`src/bqrm_pkg.sv`:
```
`default_nettype none

package bqrm_pkg;

    // Default queue depth
    localparam int DEPTH_DEF = 8;

    // Field widths fixed by the interface
    localparam int VALUE_W  = 32;
    localparam int STATUS_W = 2;
    localparam int COUNT_W  = 4;

    // Operation codes carried on s_tuser
    typedef enum logic {
        OP_ENQUEUE = 1'b0,
        OP_REMOVE  = 1'b1
    } op_t;

    // Result status codes
    typedef enum logic [STATUS_W-1:0] {
        STAT_OK       = 2'd0,
        STAT_OVERFLOW = 2'd1,
        STAT_EMPTY    = 2'd2,
        STAT_NOTFOUND = 2'd3
    } status_t;

    // Sequencer states
    typedef enum logic [1:0] {
        S_IDLE,
        S_SEARCH,
        S_SHIFT,
        S_EMIT
    } state_t;

endpackage

`default_nettype wire

```
`src/bounded_queue_remove_through_match.sv`:
```
`default_nettype none

// Channel   Ports                    Beat contents (low bit up)
// input     s_tvalid/s_tready        s_tuser: op; s_tdata: value
// result    m_tvalid/m_tready        m_tdata: status, count, dropped, zero pad
//
// An enqueue or a remove on an empty queue goes from acceptance straight to
// the emit state, which loads its result. A remove walks the entry memory
// through one read port and one equality compare: it compares the entries in
// order up to the match, then moves each surviving entry forward. The block
// takes no new beat until the result is loaded into the output register; a
// stalled result holds there.
// aresetn is synchronous, active low, and empties the queue.
module bounded_queue_remove_through_match
    import bqrm_pkg::*;
#(
    parameter int DEPTH = DEPTH_DEF
) (
    input  wire logic               aclk,
    input  wire logic               aresetn,
    input  wire logic               s_tvalid,
    output logic                    s_tready,
    input  wire logic [VALUE_W-1:0] s_tdata,   // [31:0] value
    input  wire logic [0:0]         s_tuser,   // [0] op
    output logic                    m_tvalid,
    input  wire logic               m_tready,
    output logic [15:0]             m_tdata    // [1:0] status, [5:2] count,
                                               // [9:6] dropped, [15:10] zero
);

    localparam int IW = (DEPTH > 1) ? $clog2(DEPTH) : 1;
    localparam int CW = $clog2(DEPTH + 1);
    localparam logic [CW-1:0] FULL = CW'(DEPTH);
    localparam logic [CW-1:0] ONE  = CW'(1);

    // Entry storage
    logic [VALUE_W-1:0] mem [DEPTH];
    logic [VALUE_W-1:0] rd_data_reg;
    logic [IW-1:0]      rd_addr;
    logic [IW-1:0]      wr_addr;
    logic [VALUE_W-1:0] wr_data;
    logic               wr_en;

    state_t             state_reg, state_next;
    logic [CW-1:0]      fill_reg, fill_next;
    logic [CW-1:0]      ptr_reg, ptr_next;      // search index, then shift source
    logic [CW-1:0]      dst_reg, dst_next;
    logic [CW-1:0]      drop_reg, drop_next;
    logic [VALUE_W-1:0] key_reg, key_next;
    status_t            status_reg, status_next;
    logic               m_tvalid_reg, m_tvalid_next;
    logic [15:0]        m_tdata_reg, m_tdata_next;

    logic               accept;
    logic               hit;
    logic               last_entry;
    logic               out_free;
    logic [CW-1:0]      ptr_inc;

    assign accept     = s_tvalid && s_tready;
    assign hit        = (rd_data_reg == key_reg);
    assign ptr_inc    = ptr_reg + ONE;
    assign last_entry = (ptr_inc == fill_reg);
    assign out_free   = !m_tvalid_reg || m_tready;

    assign s_tready = (state_reg == S_IDLE);
    assign m_tvalid = m_tvalid_reg;
    assign m_tdata  = m_tdata_reg;

    // Write and read the entry memory
    always_ff @(posedge aclk) begin
        if (wr_en) begin
            mem[wr_addr] <= wr_data;
        end
        rd_data_reg <= mem[rd_addr];
    end

    // Next state
    always_comb begin
        state_next = state_reg;
        case (state_reg)
            S_IDLE: begin
                if (accept) begin
                    if (s_tuser[0] == OP_REMOVE && fill_reg != '0) begin
                        state_next = S_SEARCH;
                    end else begin
                        state_next = S_EMIT;
                    end
                end
            end
            S_SEARCH: begin
                if (hit) begin
                    state_next = last_entry ? S_EMIT : S_SHIFT;
                end else if (last_entry) begin
                    state_next = S_EMIT;
                end
            end
            S_SHIFT: begin
                if (last_entry) begin
                    state_next = S_EMIT;
                end
            end
            S_EMIT: begin
                if (out_free) begin
                    state_next = S_IDLE;
                end
            end
            default: state_next = S_IDLE;
        endcase
    end

    // Datapath and result
    always_comb begin
        fill_next     = fill_reg;
        ptr_next      = ptr_reg;
        dst_next      = dst_reg;
        drop_next     = drop_reg;
        key_next      = key_reg;
        status_next   = status_reg;
        m_tvalid_next = m_tvalid_reg && !m_tready;
        m_tdata_next  = m_tdata_reg;
        rd_addr       = ptr_reg[IW-1:0];
        wr_en         = 1'b0;
        wr_addr       = fill_reg[IW-1:0];
        wr_data       = s_tdata;
        case (state_reg)
            S_IDLE: begin
                key_next  = s_tdata;
                ptr_next  = '0;
                dst_next  = '0;
                drop_next = '0;
                rd_addr   = '0;
                if (accept) begin
                    if (s_tuser[0] == OP_ENQUEUE) begin
                        if (fill_reg == FULL) begin
                            status_next = STAT_OVERFLOW;
                        end else begin
                            wr_en       = 1'b1;
                            fill_next   = fill_reg + ONE;
                            status_next = STAT_OK;
                        end
                    end else if (fill_reg == '0) begin
                        status_next = STAT_EMPTY;
                    end
                end
            end
            S_SEARCH: begin
                // compare one entry, fetch the next
                rd_addr  = ptr_inc[IW-1:0];
                ptr_next = ptr_inc;
                if (hit) begin
                    status_next = STAT_OK;
                    drop_next   = ptr_inc;
                    if (last_entry) begin
                        fill_next = '0;
                    end
                end else if (last_entry) begin
                    status_next = STAT_NOTFOUND;
                end
            end
            S_SHIFT: begin
                // move one survivor forward
                wr_en    = 1'b1;
                wr_addr  = dst_reg[IW-1:0];
                wr_data  = rd_data_reg;
                rd_addr  = ptr_inc[IW-1:0];
                ptr_next = ptr_inc;
                dst_next = dst_reg + ONE;
                if (last_entry) begin
                    fill_next = dst_reg + ONE;
                end
            end
            S_EMIT: begin
                if (out_free) begin
                    m_tvalid_next = 1'b1;
                    m_tdata_next  = {6'b0, COUNT_W'(drop_reg), COUNT_W'(fill_reg),
                                     status_reg};
                end
            end
            default: ;
        endcase
    end

    // Control registers
    always_ff @(posedge aclk) begin
        if (!aresetn) begin
            state_reg    <= S_IDLE;
            fill_reg     <= '0;
            m_tvalid_reg <= 1'b0;
        end else begin
            state_reg    <= state_next;
            fill_reg     <= fill_next;
            m_tvalid_reg <= m_tvalid_next;
        end
    end

    // Payload registers
    always_ff @(posedge aclk) begin
        ptr_reg     <= ptr_next;
        dst_reg     <= dst_next;
        drop_reg    <= drop_next;
        key_reg     <= key_next;
        status_reg  <= status_next;
        m_tdata_reg <= m_tdata_next;
    end

`ifndef SYNTHESIS
    a_fill_bound: assert property (@(posedge aclk) disable iff (!aresetn)
        fill_reg <= FULL)
        else $error("fill exceeds queue depth");

    a_busy_after_accept: assert property (@(posedge aclk) disable iff (!aresetn)
        accept |=> state_reg != S_IDLE)
        else $error("sequencer idle right after accepting a beat");

    a_shift_order: assert property (@(posedge aclk) disable iff (!aresetn)
        state_reg == S_SHIFT |-> ptr_reg > dst_reg)
        else $error("shift source not ahead of destination");

    a_drop_only_ok: assert property (@(posedge aclk) disable iff (!aresetn)
        m_tvalid && m_tdata[9:6] != 4'd0 |-> m_tdata[1:0] == STAT_OK)
        else $error("entries dropped on a failed step");

    a_no_overwrite: assert property (@(posedge aclk) disable iff (!aresetn)
        state_reg == S_EMIT && !out_free |=> state_reg == S_EMIT && m_tvalid)
        else $error("result left emit while output was stalled");
`endif

endmodule

`default_nettype wire
```
`config.mk`:
```
export PLATFORM = sky130hd
export DESIGN_NAME = bounded_queue_remove_through_match
export DESIGN_NICKNAME = d
export VERILOG_FILES = /design/src/bqrm_pkg.sv /design/src/bounded_queue_remove_through_match.sv
export SDC_FILE = /design/constraint.sdc
export NUM_CORES = 1
export LEC_CHECK = 0
export BUFFER_PORTS_ARGS = -buffer_cell sky130_fd_sc_hd__buf_2
export CORE_MARGIN = 4
export CORE_UTILIZATION = 55
export CTS_BUF_LIST = sky130_fd_sc_hd__clkbuf_4 sky130_fd_sc_hd__clkbuf_8
export CTS_CLUSTER_DIAMETER = 120
export DETAILED_ROUTE_END_ITERATION = 16
export PLACE_DENSITY = 0.72
export SYNTH_ARGS = -nofsm -noshare
export SYNTH_HDL_FRONTEND = slang
export SYNTH_SLANG_ARGS = --single-unit
export TNS_END_PERCENT = 5
```
`constraint.sdc`:
```
create_clock -name aclk -period 9.69 [get_ports aclk]
set_clock_uncertainty 0.15 [all_clocks]
set_input_delay 0 -clock aclk [delete_from_list [all_inputs] [get_ports aclk]]
set_output_delay 0 -clock aclk [all_outputs]
set_load 0.03 [all_outputs]
```
== Word-level counts from Yosys, hierarchy flattened ==
Memory sizes are Yosys's and may differ from the RTL's. A register that Yosys moved wholly into a read port is not among the register bits.
Cells that the tools add are included.
Widths: inputs -> output; s select.

* Memories: 1
* Memory bits (writable): 256
* Input port bits: 37
* Word-level logic and storage cells: 83
* Bits in registers: 63
* Output and inout port bits: 18

{| class="wikitable"
|+ Memories
! memory !! depth !! width !! read ports !! clocked after Yosys merged registers in !! write ports !! line !! text
|-
| mem || 8 || 32 || 1 || 1 || 1 || bounded_queue_remove_through_match.sv:37 || <nowiki>logic [VALUE_W-1:0] mem [DEPTH];</nowiki>
|}

* Reduce and logical (&&, ||, !) cells: 19
* Equality and inequality tests: 15
* $add $sub $neg: 3
* Mux-type cells: 36

{| class="wikitable"
|+ Operators with widths
! operator !! count
|-
| $eq 32x32->1 || 1
|-
| $mux 32 || 1
|-
| $mux 4 || 7
|-
| $pmux 4 s2 || 3
|-
| $mux 2 || 10
|-
| $add 4x1->4 const B || 3
|-
| $ne 2x2->1 const B || 6
|-
| $pmux 4 s3 || 1
|-
| $mux 1 || 9
|-
| $pmux 2 s4 || 1
|-
| $reduce_and 7->1 || 1
|-
| $pmux 3 s2 || 1
|-
| $reduce_and 2->1 || 3
|-
| $reduce_bool 2->1 || 3
|-
| $eq 2x2->1 const B || 2
|-
| $eq 4x4->1 || 1
|-
| $eq 4x4->1 const B || 1
|-
| $logic_not 4->1 || 1
|-
| $pmux 2 s2 || 1
|-
| $reduce_and 4->1 || 1
|-
| $reduce_bool 4->1 || 1
|-
| $logic_and 1x1->1 || 3
|-
| $mux 3 || 1
|-
| $ne 3x2->1 const B || 1
|-
| 9 further kinds || 10
|}

== Longest topological paths before layout ==
Gate-level depths: netlist of the first run.

* Depth in word-level cells: 7
* Gate-level depth with buffers: 9
* Depth with buffers taken out: 8

== Least setup slack after synthesis of the first run ==
Ideal clock, no wire load.

* Kind: register -> register
* From: register state_reg[1]
* To: memory mem[1][0] (enable)
* Setup time: 421 ps
* Clock period less this slack: 4400 ps
* Arrival: 3829 ps
* Slack: 5290 ps
* Stages on the path, launching flop included: 7
* Cells stage by stage: dfxtp_1 > inv_1 > ha_1 > inv_1 > or2_2 > o31a_1 > nor2_1

* Word-level cells in the longest chain between the ends: 6

{| class="wikitable"
|+ Ends and longest elaborated chain
! element !! line !! text
|-
| start, declared || bounded_queue_remove_through_match.sv:44 || <nowiki>state_t state_reg, state_next;</nowiki>
|-
| start signal, assigned || bounded_queue_remove_through_match.sv:191 || <nowiki>state_reg <= state_next;</nowiki>
|-
| $logic_not 2->1 * || bounded_queue_remove_through_match.sv:66 || <nowiki>assign s_tready = (state_reg == S_IDLE);</nowiki>
|-
| net s_tready || bounded_queue_remove_through_match.sv:22 || <nowiki>output logic s_tready,</nowiki>
|-
| $logic_and 1x1->1 || bounded_queue_remove_through_match.sv:60 || <nowiki>assign accept = s_tvalid && s_tready;</nowiki>
|-
| $mux 1 || bounded_queue_remove_through_match.sv:133 || <nowiki>if (accept) begin</nowiki>
|-
| $pmux 1 s2 * || bounded_queue_remove_through_match.sv:126 || <nowiki>case (state_reg)</nowiki>
|-
| $mux 1 * || bounded_queue_remove_through_match.sv:72 || <nowiki>if (wr_en) begin</nowiki>
|-
| $mux 1 (implied by the code) * || bounded_queue_remove_through_match.sv:73 || <nowiki>mem[wr_addr] <= wr_data;</nowiki>
|-
| end, declared || bounded_queue_remove_through_match.sv:37 ||
|}

The timed path passes the listed nets; every way through them passes the cells marked *.

== Final worst setup path of the first run ==
* From: register state_reg[1]
* To: memory mem[7][26] (enable)

* Word-level cells in the longest chain between the ends: 6

{| class="wikitable"
|+ Ends and longest elaborated chain
! element !! line
|-
| $logic_not 2->1 || bounded_queue_remove_through_match.sv:66, bounded_queue_remove_through_match.sv:126
|-
| $logic_and 1x1->1 || bounded_queue_remove_through_match.sv:60
|-
| $mux 1 || bounded_queue_remove_through_match.sv:133
|-
| $pmux 1 s2 || bounded_queue_remove_through_match.sv:126
|-
| $mux 1 || bounded_queue_remove_through_match.sv:72
|-
| $mux 1 (implied by the code) || bounded_queue_remove_through_match.sv:73
|}

Parallel ways exist; a longest one is shown, timed or not.

==> impl_metrics.py, run 1 <==
metrics = {
    "outcome": {
        "status": "completed",
    },
    "sta": {
        "fmax_mhz": 246,
        "setup_violations": 0,
        "slew_headroom_pct": 17.0,
        "rsz0062_at_grt": "no",
        "worst_slack_ns": 5.62,
        "drv_slew": 0,
        "timing.final.crit_share_pct": 42.0,
        "holdWs_ns": 0.0309,
        "min_period_ns": 4.07,
        "setup_tns_ns": 0,
        "hold_viol_final": 0,
        "worst_pin_slew_ns": 1.24,
    },
    "setup_path": {
        "cpMaxStageDelayCell": "nor2_4",
        "crit_chain": "inv_1 -> ha_2 -> inv_1 -> or2_2 -> o31a_1 -> nor2_4",
        "max_stage_delay_ns": 0.99,
        "worst-path-max-fanout": 37,
        "end_kind": "flip-flop",
        "crit_required_ns": 9.71,
        "worstPathArrival_ns": 4.09,
        "crit_type": "flip-flop to flip-flop",
        "worst_path_most_repeated_cell": "inv_1",
        "startpoint_type": "flip-flop",
    },
    "detailed_routing": {
        "drc": 0,
        "met1Wirelength_um": 11400,
        "first_iter_violations": 582,
        "dr.max_layer_used": "met4",
        "met3WireLength_um": 1520,
        "avgRoutedWirePerCell_um": 22.5,
        "vias": 6902,
        "drt-total-wl_um": 26800,
        "dr.pass1.iters": 5,
        "vias_per_cell": 5.79,
        "drt.antenna.violating_nets": 0,
        "met2WireLength_um": 13200,
    },
    "yosys": {
        "synth_fa_ha_area_share_pct": 0.822,
        "ys_types": 53,
        "yosys-top-cells-count": "edfxtp_1, mux2_2, mux4_2, dfxtp_1, xor2_1",
        "yosys.area_share.simple_pct": 2.78,
        "ys_seq_elements": 351,
        "netlist.area_leader.share_pct": 68.4,
        "synthTopCellsByArea": "edfxtp_1, mux4_2, dfxtp_1",
        "synth_edf_count": 312,
        "synth_compound_area_share_pct": 1.84,
        "yosysMostFrequentCell": "edfxtp_1",
        "synth-main-ff-cell": "edfxtp_1",
        "syn_area_sq_um": 13700,
        "muxShareOfSynthArea_pct": 16.2,
        "syn_inst": 681,
        "synth_top_family_by_area": "multiplexers",
        "ys_seq_area_share_pct": 74.1,
        "async_reset_ff_share_pct": 0,
        "yosys.area.top_type": "edfxtp_1",
        "avgSynthCellArea_sq_um": 20.1,
        "yosys_warnings": 0,
        "synth_xor_area_share_pct": 2.67,
    },
    "global_routing": {
        "grt.overflow.total": 0,
        "grt_pass1_wl_um": 41800,
        "antenna_found_initial": 0,
        "grt_pass1_vias": 7275,
        "grt_max_degree": 65,
        "grt_usage_pct": 19.4,
    },
    "finish": {
        "final_cells": 1192,
        "nets": 868,
        "layout-drive-gt1-share_pct": 34.7,
        "area_growth_pct": 16.9,
        "largest_register_ffs": 256,
        "final_cell_area_sq_um": 16000,
        "diodes": 0,
        "utilization_pct": 65.7,
    },
    "floorplanning": {
        "die_y_um": 166,
        "die_w_um": 166,
        "io-pin-count": 55,
        "core_area_sq_um": 24400,
        "fp-row-count": 57,
        "dieArea_sq_um": 27500,
        "initial_core_util_pct": 56.2,
    },
    "pwr": {
        "pwr_density_cell_nw_per_um2": 323,
        "power.total_mw": 5.17,
        "ir_worst_vdd_v": 0.000259,
        "leakagePower_nw": 5.48,
    },
    "place": {
        "gp_congestion": 0.855,
        "placed_area_sq_um": 14300,
        "dp_cells": 1037,
        "hpwl_um": 15000,
        "portBuffers": 48,
        "dp_slack_ns": 5.58,
    },
    "clock_tree": {
        "clockRootBuffer": "clkbuf_8",
        "clock_latency_ns": 0.58,
        "cts_buffers": 54,
        "cts-resized-gates": 0,
        "clk_path_buf_depth": 3,
        "clk_pin_slew_ns": 0.06,
        "cts.sinks": 351,
        "cts_max_level": 2,
        "tritoncts": "yes",
    },
    "job": {
        "drv_cap": 0,
    },
    "hold_path": {
        "worstHoldPathType": "primary input to flip-flop",
    },
}
==> cell usage in the layout (no fill, tap or decap), drive strengths merged, types with 2 or more instances in the layout <==
cell,count
edfxtp,312
clkbuf,87
mux2,64
mux4,64
buf,58
dlygate4sd3,53
dfxtp,39
xor2,36
nor2,21
clkinv,13
inv,10
nand2,9
nor4,9
a21oi,9
ha,9
nand3,7
o21ai,7
conb,6
and2,5
mux2i,5
a31oi,3
nor3,3
xnor2,3
o211ai,3
nor2b,2
nand3b,2
nand4,2
o31ai,2
and4,2
a211oi,2
nand4b,2
==> critical path: cells and delay by family (launching register included) <==
kind                     cells  cell delay, ns
AO/OA/AOI/OAI                1            0.39
flip-flops                   1            0.34
buffers and inverters        2            0.41
AND/OR/NAND/NOR              2            1.37
adder cells (fa/ha/maj)      1            0.98
==> logic make-up after synthesis <==
group / count (synthesis)
flip-flops: 351
multiplexers: 133
AND/OR/NAND/NOR: 70
buffers and inverters: 41
XOR/XNOR: 40
AO/OA/AOI/OAI: 36
adder cells (fa/ha/maj): 9
other: 1
==> report_power, final <==
part	internal, mW	leakage (nW)	switching [mW]
Clock	0.713	0.617	0.548
Sequential	2.11	3.20	0.132
Combinational	0.776	1.66	0.891
==> repair_timing <==
| item | 4_1_cts | 5_1_grt |
|---|---|---|
| hold endpoints to repair | 299 | 0 |
| setup endpoints to repair | 0 | 0 |
| hold buffers | 53 | 0 |
| setup buffers | 0 | 0 |
==> path summary, 6_finish.rpt <==
check / start / end / slack, ns / cells past startpoint
max: state_reg[1] / mem[7][26] / 5.62 / 6
min reg2reg: drop_reg[0] / m_tdata[6] / 0.27 / 0
max reg2reg: state_reg[1] / mem[7][26] / 5.62 / 6
min: s_tdata[2] / key_reg[2] / 0.03 / 2
==> layout make-up <==
type                       count  area, sq um
timing repair buffer         111          846
inverter                      10         37.5
fill                        1677         8370
clock buffer                  87         1050
multi-input combinational    294         3440
tap                          324          405
clock inverter                15          101
sequential                   351        10100
==> layer usage <==
metal  up-vias  track usage [%]
li1       3021                -
met1      3588             27.2
met2       235             31.2
met3        58             3.95
met5         -                0
met4         0             6.31
Note: power is estimated with default switching activity, not from simulation.
==> run 2, diff against run 1 <==
Clock period 9.69 ns to 3.8 ns, I/O delays scaled along.
==> run 2 against run 1 <==
  * Setup slack got worse by 4.9 ns
  * Global-route usage rose by 0.19 points
  * Fmax rose by 30%
  * Via count fell by 0.96%
  * Largest cell class unchanged
==> impl_metrics.py, run 2 (synthesis gave the netlist of run 1 again) <==
metrics = {
    "outcome": {
        "status": "completed",
    },
    "finish": {
        "final_common_cell": "edfxtp_1",
        "fillers": 1653,
        "largest_register_ffs": 256,
        "final_cell_mix": "edfxtp_1, mux2_2, mux4_2, clkbuf_8, dlygate4sd3_1",
        "area_growth_pct": 17.6,
        "layout-drive-gt1-share_pct": 34.6,
        "nets": 873,
        "final_cell_area_sq_um": 16100,
        "final_cells": 1196,
        "diodes": 0,
    },
    "clock_tree": {
        "cts-resized-gates": 0,
        "clk_pin_slew_ns": 0.06,
        "tritoncts": "yes",
        "clk_path_buf_depth": 3,
        "clock_latency_ns": 0.57,
        "cts_buffers": 54,
        "cts_max_level": 2,
        "clockRootBuffer": "clkbuf_8",
        "cts.sinks": 351,
    },
    "setup_path": {
        "worstPathArrival_ns": 3.41,
        "max_stage_delay_ns": 0.77,
        "cp_top_family": "simple AND/OR/NAND/NOR gates",
        "startpoint_type": "flip-flop",
        "cpMaxStageDelayCell": "nor4_1",
        "end_kind": "flip-flop",
        "r2r_cells": 7,
        "worst-path-max-fanout": 4,
        "crit_type": "flip-flop to flip-flop",
        "r2r-start": "key_reg[17]",
        "worst-path-buf-inv": 1,
        "r2r_end": "fill_reg[3]",
        "crit_chain": "xor2_1 -> nor4_1 -> and4_1 -> a21oi_1 -> nor2_1 -> o211ai_2 -> dlygate4sd3_1",
        "path_depth": 7,
        "r2r_slack_ns": 0.68,
        "crit_required_ns": 4.09,
    },
    "pwr": {
        "p_comb_share_pct": 33.2,
        "p_sw_share_pct": 30.8,
        "pwr_density_cell_nw_per_um2": 816,
        "p_seq_share_pct": 43.4,
        "p_switching_mw": 4.05,
        "power.total_mw": 13.2,
        "p_int_mw": 9.11,
        "p_clk_share_pct": 23.4,
        "leakagePower_nw": 5.50,
        "ir_worst_vdd_v": 0.000526,
    },
    "sta": {
        "min_period_ns": 3.12,
        "fmax_mhz": 321,
        "setup_tns_ns": 0,
        "worst_pin_slew_ns": 0.871,
        "setup_violations": 0,
        "drv_slew": 0,
        "slew_headroom_pct": 41.4,
        "rsz0062_at_grt": "no",
        "hold_viol_final": 0,
        "timing.final.crit_share_pct": 82.1,
    },
    "hold_path": {
        "worstHoldPathType": "primary input to flip-flop",
        "min_path_cells": 2,
        "min_to": "key_reg[5]",
        "worstHoldStart": "s_tdata[5]",
    },
    "place": {
        "placed_area_sq_um": 14500,
        "hpwl_um": 15400,
        "gp_congestion": 0.895,
        "portBuffers": 48,
        "dp_cells": 1043,
    },
    "detailed_routing": {
        "first_iter_violations": 454,
        "drc": 0,
        "vias": 6836,
        "vias_per_cell": 5.72,
        "drt.antenna.violating_nets": 0,
        "drt-total-wl_um": 26900,
        "dr.pass1.iters": 4,
        "avgRoutedWirePerCell_um": 22.5,
    },
    "global_routing": {
        "grt_usage_pct": 19.6,
        "grt_pass1_wl_um": 41800,
        "antenna_found_initial": 1,
        "grt_max_degree": 65,
        "grt.overflow.total": 0,
        "grt_pass1_vias": 7183,
    },
    "job": {
        "drv_cap": 0,
    },
    "floorplanning": {
        "fp-row-count": 57,
        "dieArea_sq_um": 27500,
        "initial_core_util_pct": 56.2,
        "die_w_um": 166,
        "io-pin-count": 55,
        "die_y_um": 166,
        "core_area_sq_um": 24400,
    },
}
==> run 2: worst max-delay path by stage <==
stage / to / slack, ns / start
after floorplan: mem[7][0] / 0.39 / state_reg[1]
after CTS: fill_reg[3] / 0.63 / key_reg[17]
after global placement: mem[1][18] / 0.91 / fill_reg[1]
after global routing: fill_reg[3] / 0.54 / key_reg[17]
final: fill_reg[3] / 0.68 / key_reg[17]
after detailed placement: mem[1][21] / 0.82 / fill_reg[1]
==> run 2: worst register-to-register path, cell delays in order (launching register included) <==
cell	delay (ns)
edfxtp_1	0.38
xor2_1	0.20
nor4_1	0.77
and4_1	0.37
a21oi_1	0.11
nor2_1	0.31
o211ai_2	0.13
dlygate4sd3_1	0.57
==> run 2: repair_timing <==
action	CTS	global route
hold endpoints to repair	299	1
hold buffers	51	1
setup buffers	0	0
==> run 2: power by group through the flow <==
stage | sequential, mW | combinational (mW) | clock (mW)
3_3_place_gp | 5.75 | 4.26 | 0
2_1_floorplan | 5.72 | 3.24 | 0
5_1_grt | 5.79 | 4.73 | 3.34
6_report | 5.72 | 4.37 | 3.07
3_5_place_dp | 5.80 | 4.36 | 0
4_1_cts | 5.72 | 4.42 | 3.14
==> run 2: final cells by class <==
cell class                      count  area (sq um)  share of cell area [%]
Timing Repair Buffer              116           993                    6.16
Sequential cell                   351         10100                    63.0
Multi-Input combinational cell    294          3440                    21.3
Clock inverter                     26           154                   0.955
Tap cell                          324           405                    2.51
Clock buffer                       75           945                    5.86
Inverter                           10          37.5                   0.233
==> run 2: per-stage QoR <==
step           hold slack, ns  setup slack (ns)  util, %
2_1_floorplan         -0.0511             0.391        -
3_3_place_gp           0.0412             0.915     59.5
3_5_place_dp           0.0442             0.819     59.5
4_1_cts               0.00657             0.634     66.1
5_1_grt               0.00964             0.536     66.1
6_report               0.0242             0.682     66.1
==> run 2: layer usage <==
layer	routed length [um]	up-vias	GRT usage [%]
met5	7	-	0
met4	563	2	5.34
met3	1560	42	4.17
met2	13800	223	33.3
met1	10900	3527	26.2
li1	-	3042	-
==> run 3, diff against run 2 <==
Settings changed: PLACE_DENSITY 0.72 to 0.75.
Clock period 3.8 ns to 2.7 ns, I/O delays scaled along.
==> run 3 against run 2 <==
  * Core utilization up 1.8 points
  * Flip-flop and latch count is the same
  * Power is 45% higher
  * Register-to-register slack worse by 0.61 ns
  * Combinational power increased by 52%
  * Count of clock-buffer cells in the layout is 2 lower
  * Fmax grew 19%
  * Critical path depth is 1 higher
  * Wire length up 3.3%
  * Largest cell class unchanged
==> impl_metrics.py, run 3 (synthesis gave the netlist of run 1 again) <==
metrics = {
    "clock_tree": {
        "cts_buffers": 54,
        "tritoncts": "yes",
        "cts.sinks": 351,
        "clockRootBuffer": "clkbuf_8",
        "cts_max_level": 2,
        "clk_path_buf_depth": 3,
        "clk_pin_slew_ns": 0.06,
        "clock_latency_ns": 0.57,
    },
    "floorplanning": {
        "dieArea_sq_um": 27500,
        "initial_core_util_pct": 56.2,
        "die_w_um": 166,
        "die_y_um": 166,
        "core_area_sq_um": 24400,
        "io-pin-count": 55,
        "fp-row-count": 57,
    },
    "sta": {
        "worst_pin_slew_ns": 0.675,
        "timing.final.crit_share_pct": 97.2,
        "drv_slew": 0,
        "hold_viol_final": 0,
        "min_period_ns": 2.62,
        "holdWs_ns": 0.0331,
        "slew_headroom_pct": 54.6,
        "setup_violations": 0,
        "fmax_mhz": 381,
    },
    "finish": {
        "final_common_cell": "edfxtp_1",
        "largest_register_ffs": 256,
        "regArea_sq_um": 10200,
        "multi_input_area_sq_um": 3460,
        "nets": 909,
        "diodes": 0,
        "area_growth_pct": 20.9,
        "final_cell_mix": "edfxtp_1, mux2_2, mux4_2, dlygate4sd3_1, clkbuf_8",
        "fillers": 1537,
        "final_cells": 1232,
        "layout-drive-gt1-share_pct": 36.9,
    },
    "detailed_routing": {
        "vias": 6993,
        "drt.antenna.violating_nets": 0,
        "avgRoutedWirePerCell_um": 22.5,
        "vias_per_cell": 5.68,
        "drt-total-wl_um": 27700,
        "met3WireLength_um": 1750,
        "first_iter_violations": 611,
        "dr.pass1.iters": 5,
        "dr.max_layer_used": "met4",
        "drc": 0,
        "met2WireLength_um": 14100,
        "met1Wirelength_um": 11200,
    },
    "global_routing": {
        "grt_pass1_wl_um": 43500,
        "antenna_found_initial": 0,
        "grt_usage_pct": 20.4,
        "grt_max_degree": 57,
        "grt.overflow.total": 0,
        "grt_pass1_vias": 7484,
    },
    "setup_path": {
        "worst-path-buf-inv": 2,
        "cpMaxStageDelayCell": "o31a_1",
        "end_kind": "flip-flop",
        "cp_top_family": "simple AND/OR/NAND/NOR gates",
        "startpoint_type": "flip-flop",
        "worstPathArrival_ns": 2.73,
        "worst_path_most_repeated_cell": "nand3b_1",
        "crit_type": "flip-flop to flip-flop",
        "crit_required_ns": 2.81,
        "crit_chain": "inv_1 -> ha_1 -> nand3b_1 -> nand3b_1 -> or2_4 -> o31a_1 -> nor2_4 -> buf_12",
        "max_stage_delay_ns": 0.44,
        "worst-path-max-fanout": 18,
    },
    "pwr": {
        "leakagePower_nw": 5.72,
        "pwr_density_cell_nw_per_um2": 1150,
        "ir_worst_vdd_v": 0.000721,
    },
    "place": {
        "dp_cells": 1070,
        "hpwl_um": 16200,
        "portBuffers": 48,
        "gp_congestion": 0.898,
    },
    "hold_path": {
        "worstHoldPathType": "primary input to flip-flop",
    },
    "job": {
        "drv_cap": 0,
    },
    "outcome": {
        "status": "completed",
    },
}
run 3: stage by stage:
stage               worst slack (ns)  total power, mW  TNS (ns)  area, sq um  utilization [%]
detailed placement             0.126             14.7         0        14800             60.8
finish                        0.0763             19.1         0        16600             67.9
CTS                           0.0922             19.3         0        16500             67.7
global placement               0.162             14.4         0        14800             60.8
floorplan                    0.00559             12.7         0        13800                -
global route                 -0.0276             20.1    -0.368        16600             67.9
run 3: final timing paths:
check | start | to | slack (ns) | cells after the start
setup / recovery | fill_reg[0] | mem[1][19] | 0.08 | 8
hold / removal | s_tdata[29] | key_reg[29] | 0.03 | 2
setup reg to reg | fill_reg[0] | mem[1][19] | 0.08 | 8
hold reg to reg | drop_reg[0] | m_tdata[6] | 0.28 | 0
run 3: what timing repair did:
item                                    CTS  global route
endpoints found under the hold margin   309             1
gates resized for setup                   0             4
endpoints found under the setup margin    0           150
hold buffers                             57             1
setup buffers                             0             3
run 3: worst register-to-register path: cells and delay by family (launching register included):
family,cells,cell delay (ns)
buffers and inverters,2,0.31
flip-flops,1,0.34
adder cells (fa/ha/maj),1,0.23
AND/OR/NAND/NOR,4,0.85
AO/OA/AOI/OAI,1,0.44
run 3: where the power goes:
| group | internal (mW) | leakage (nW) | switching [mW] | total [mW] |
|---|---|---|---|---|
| combinational | 3.24 | 1.93 | 3.39 | 6.63 |
| sequential | 7.58 | 3.20 | 0.449 | 8.03 |
| clock | 2.47 | 0.585 | 1.98 | 4.46 |
| total | 13.3 | 5.72 | 5.82 | 19.1 |
run 3: routing by layer:
metal | vias to the layer above | GRT usage [%]
met5 | - | 0
met4 | 0 | 6.46
met3 | 44 | 4.24
met2 | 270 | 34.6
met1 | 3567 | 27.0
li1 | 3112 | -
run 3: cell type report:
| class | count | area share [%] |
|---|---|---|
| clock buffer | 73 | 5.46 |
| sequential | 351 | 61.3 |
| multi-input combinational | 294 | 20.9 |
| inverter | 10 | 0.227 |
| tap | 324 | 2.45 |
| timing repair buffer | 152 | 8.43 |
| clock inverter | 28 | 1.28 |
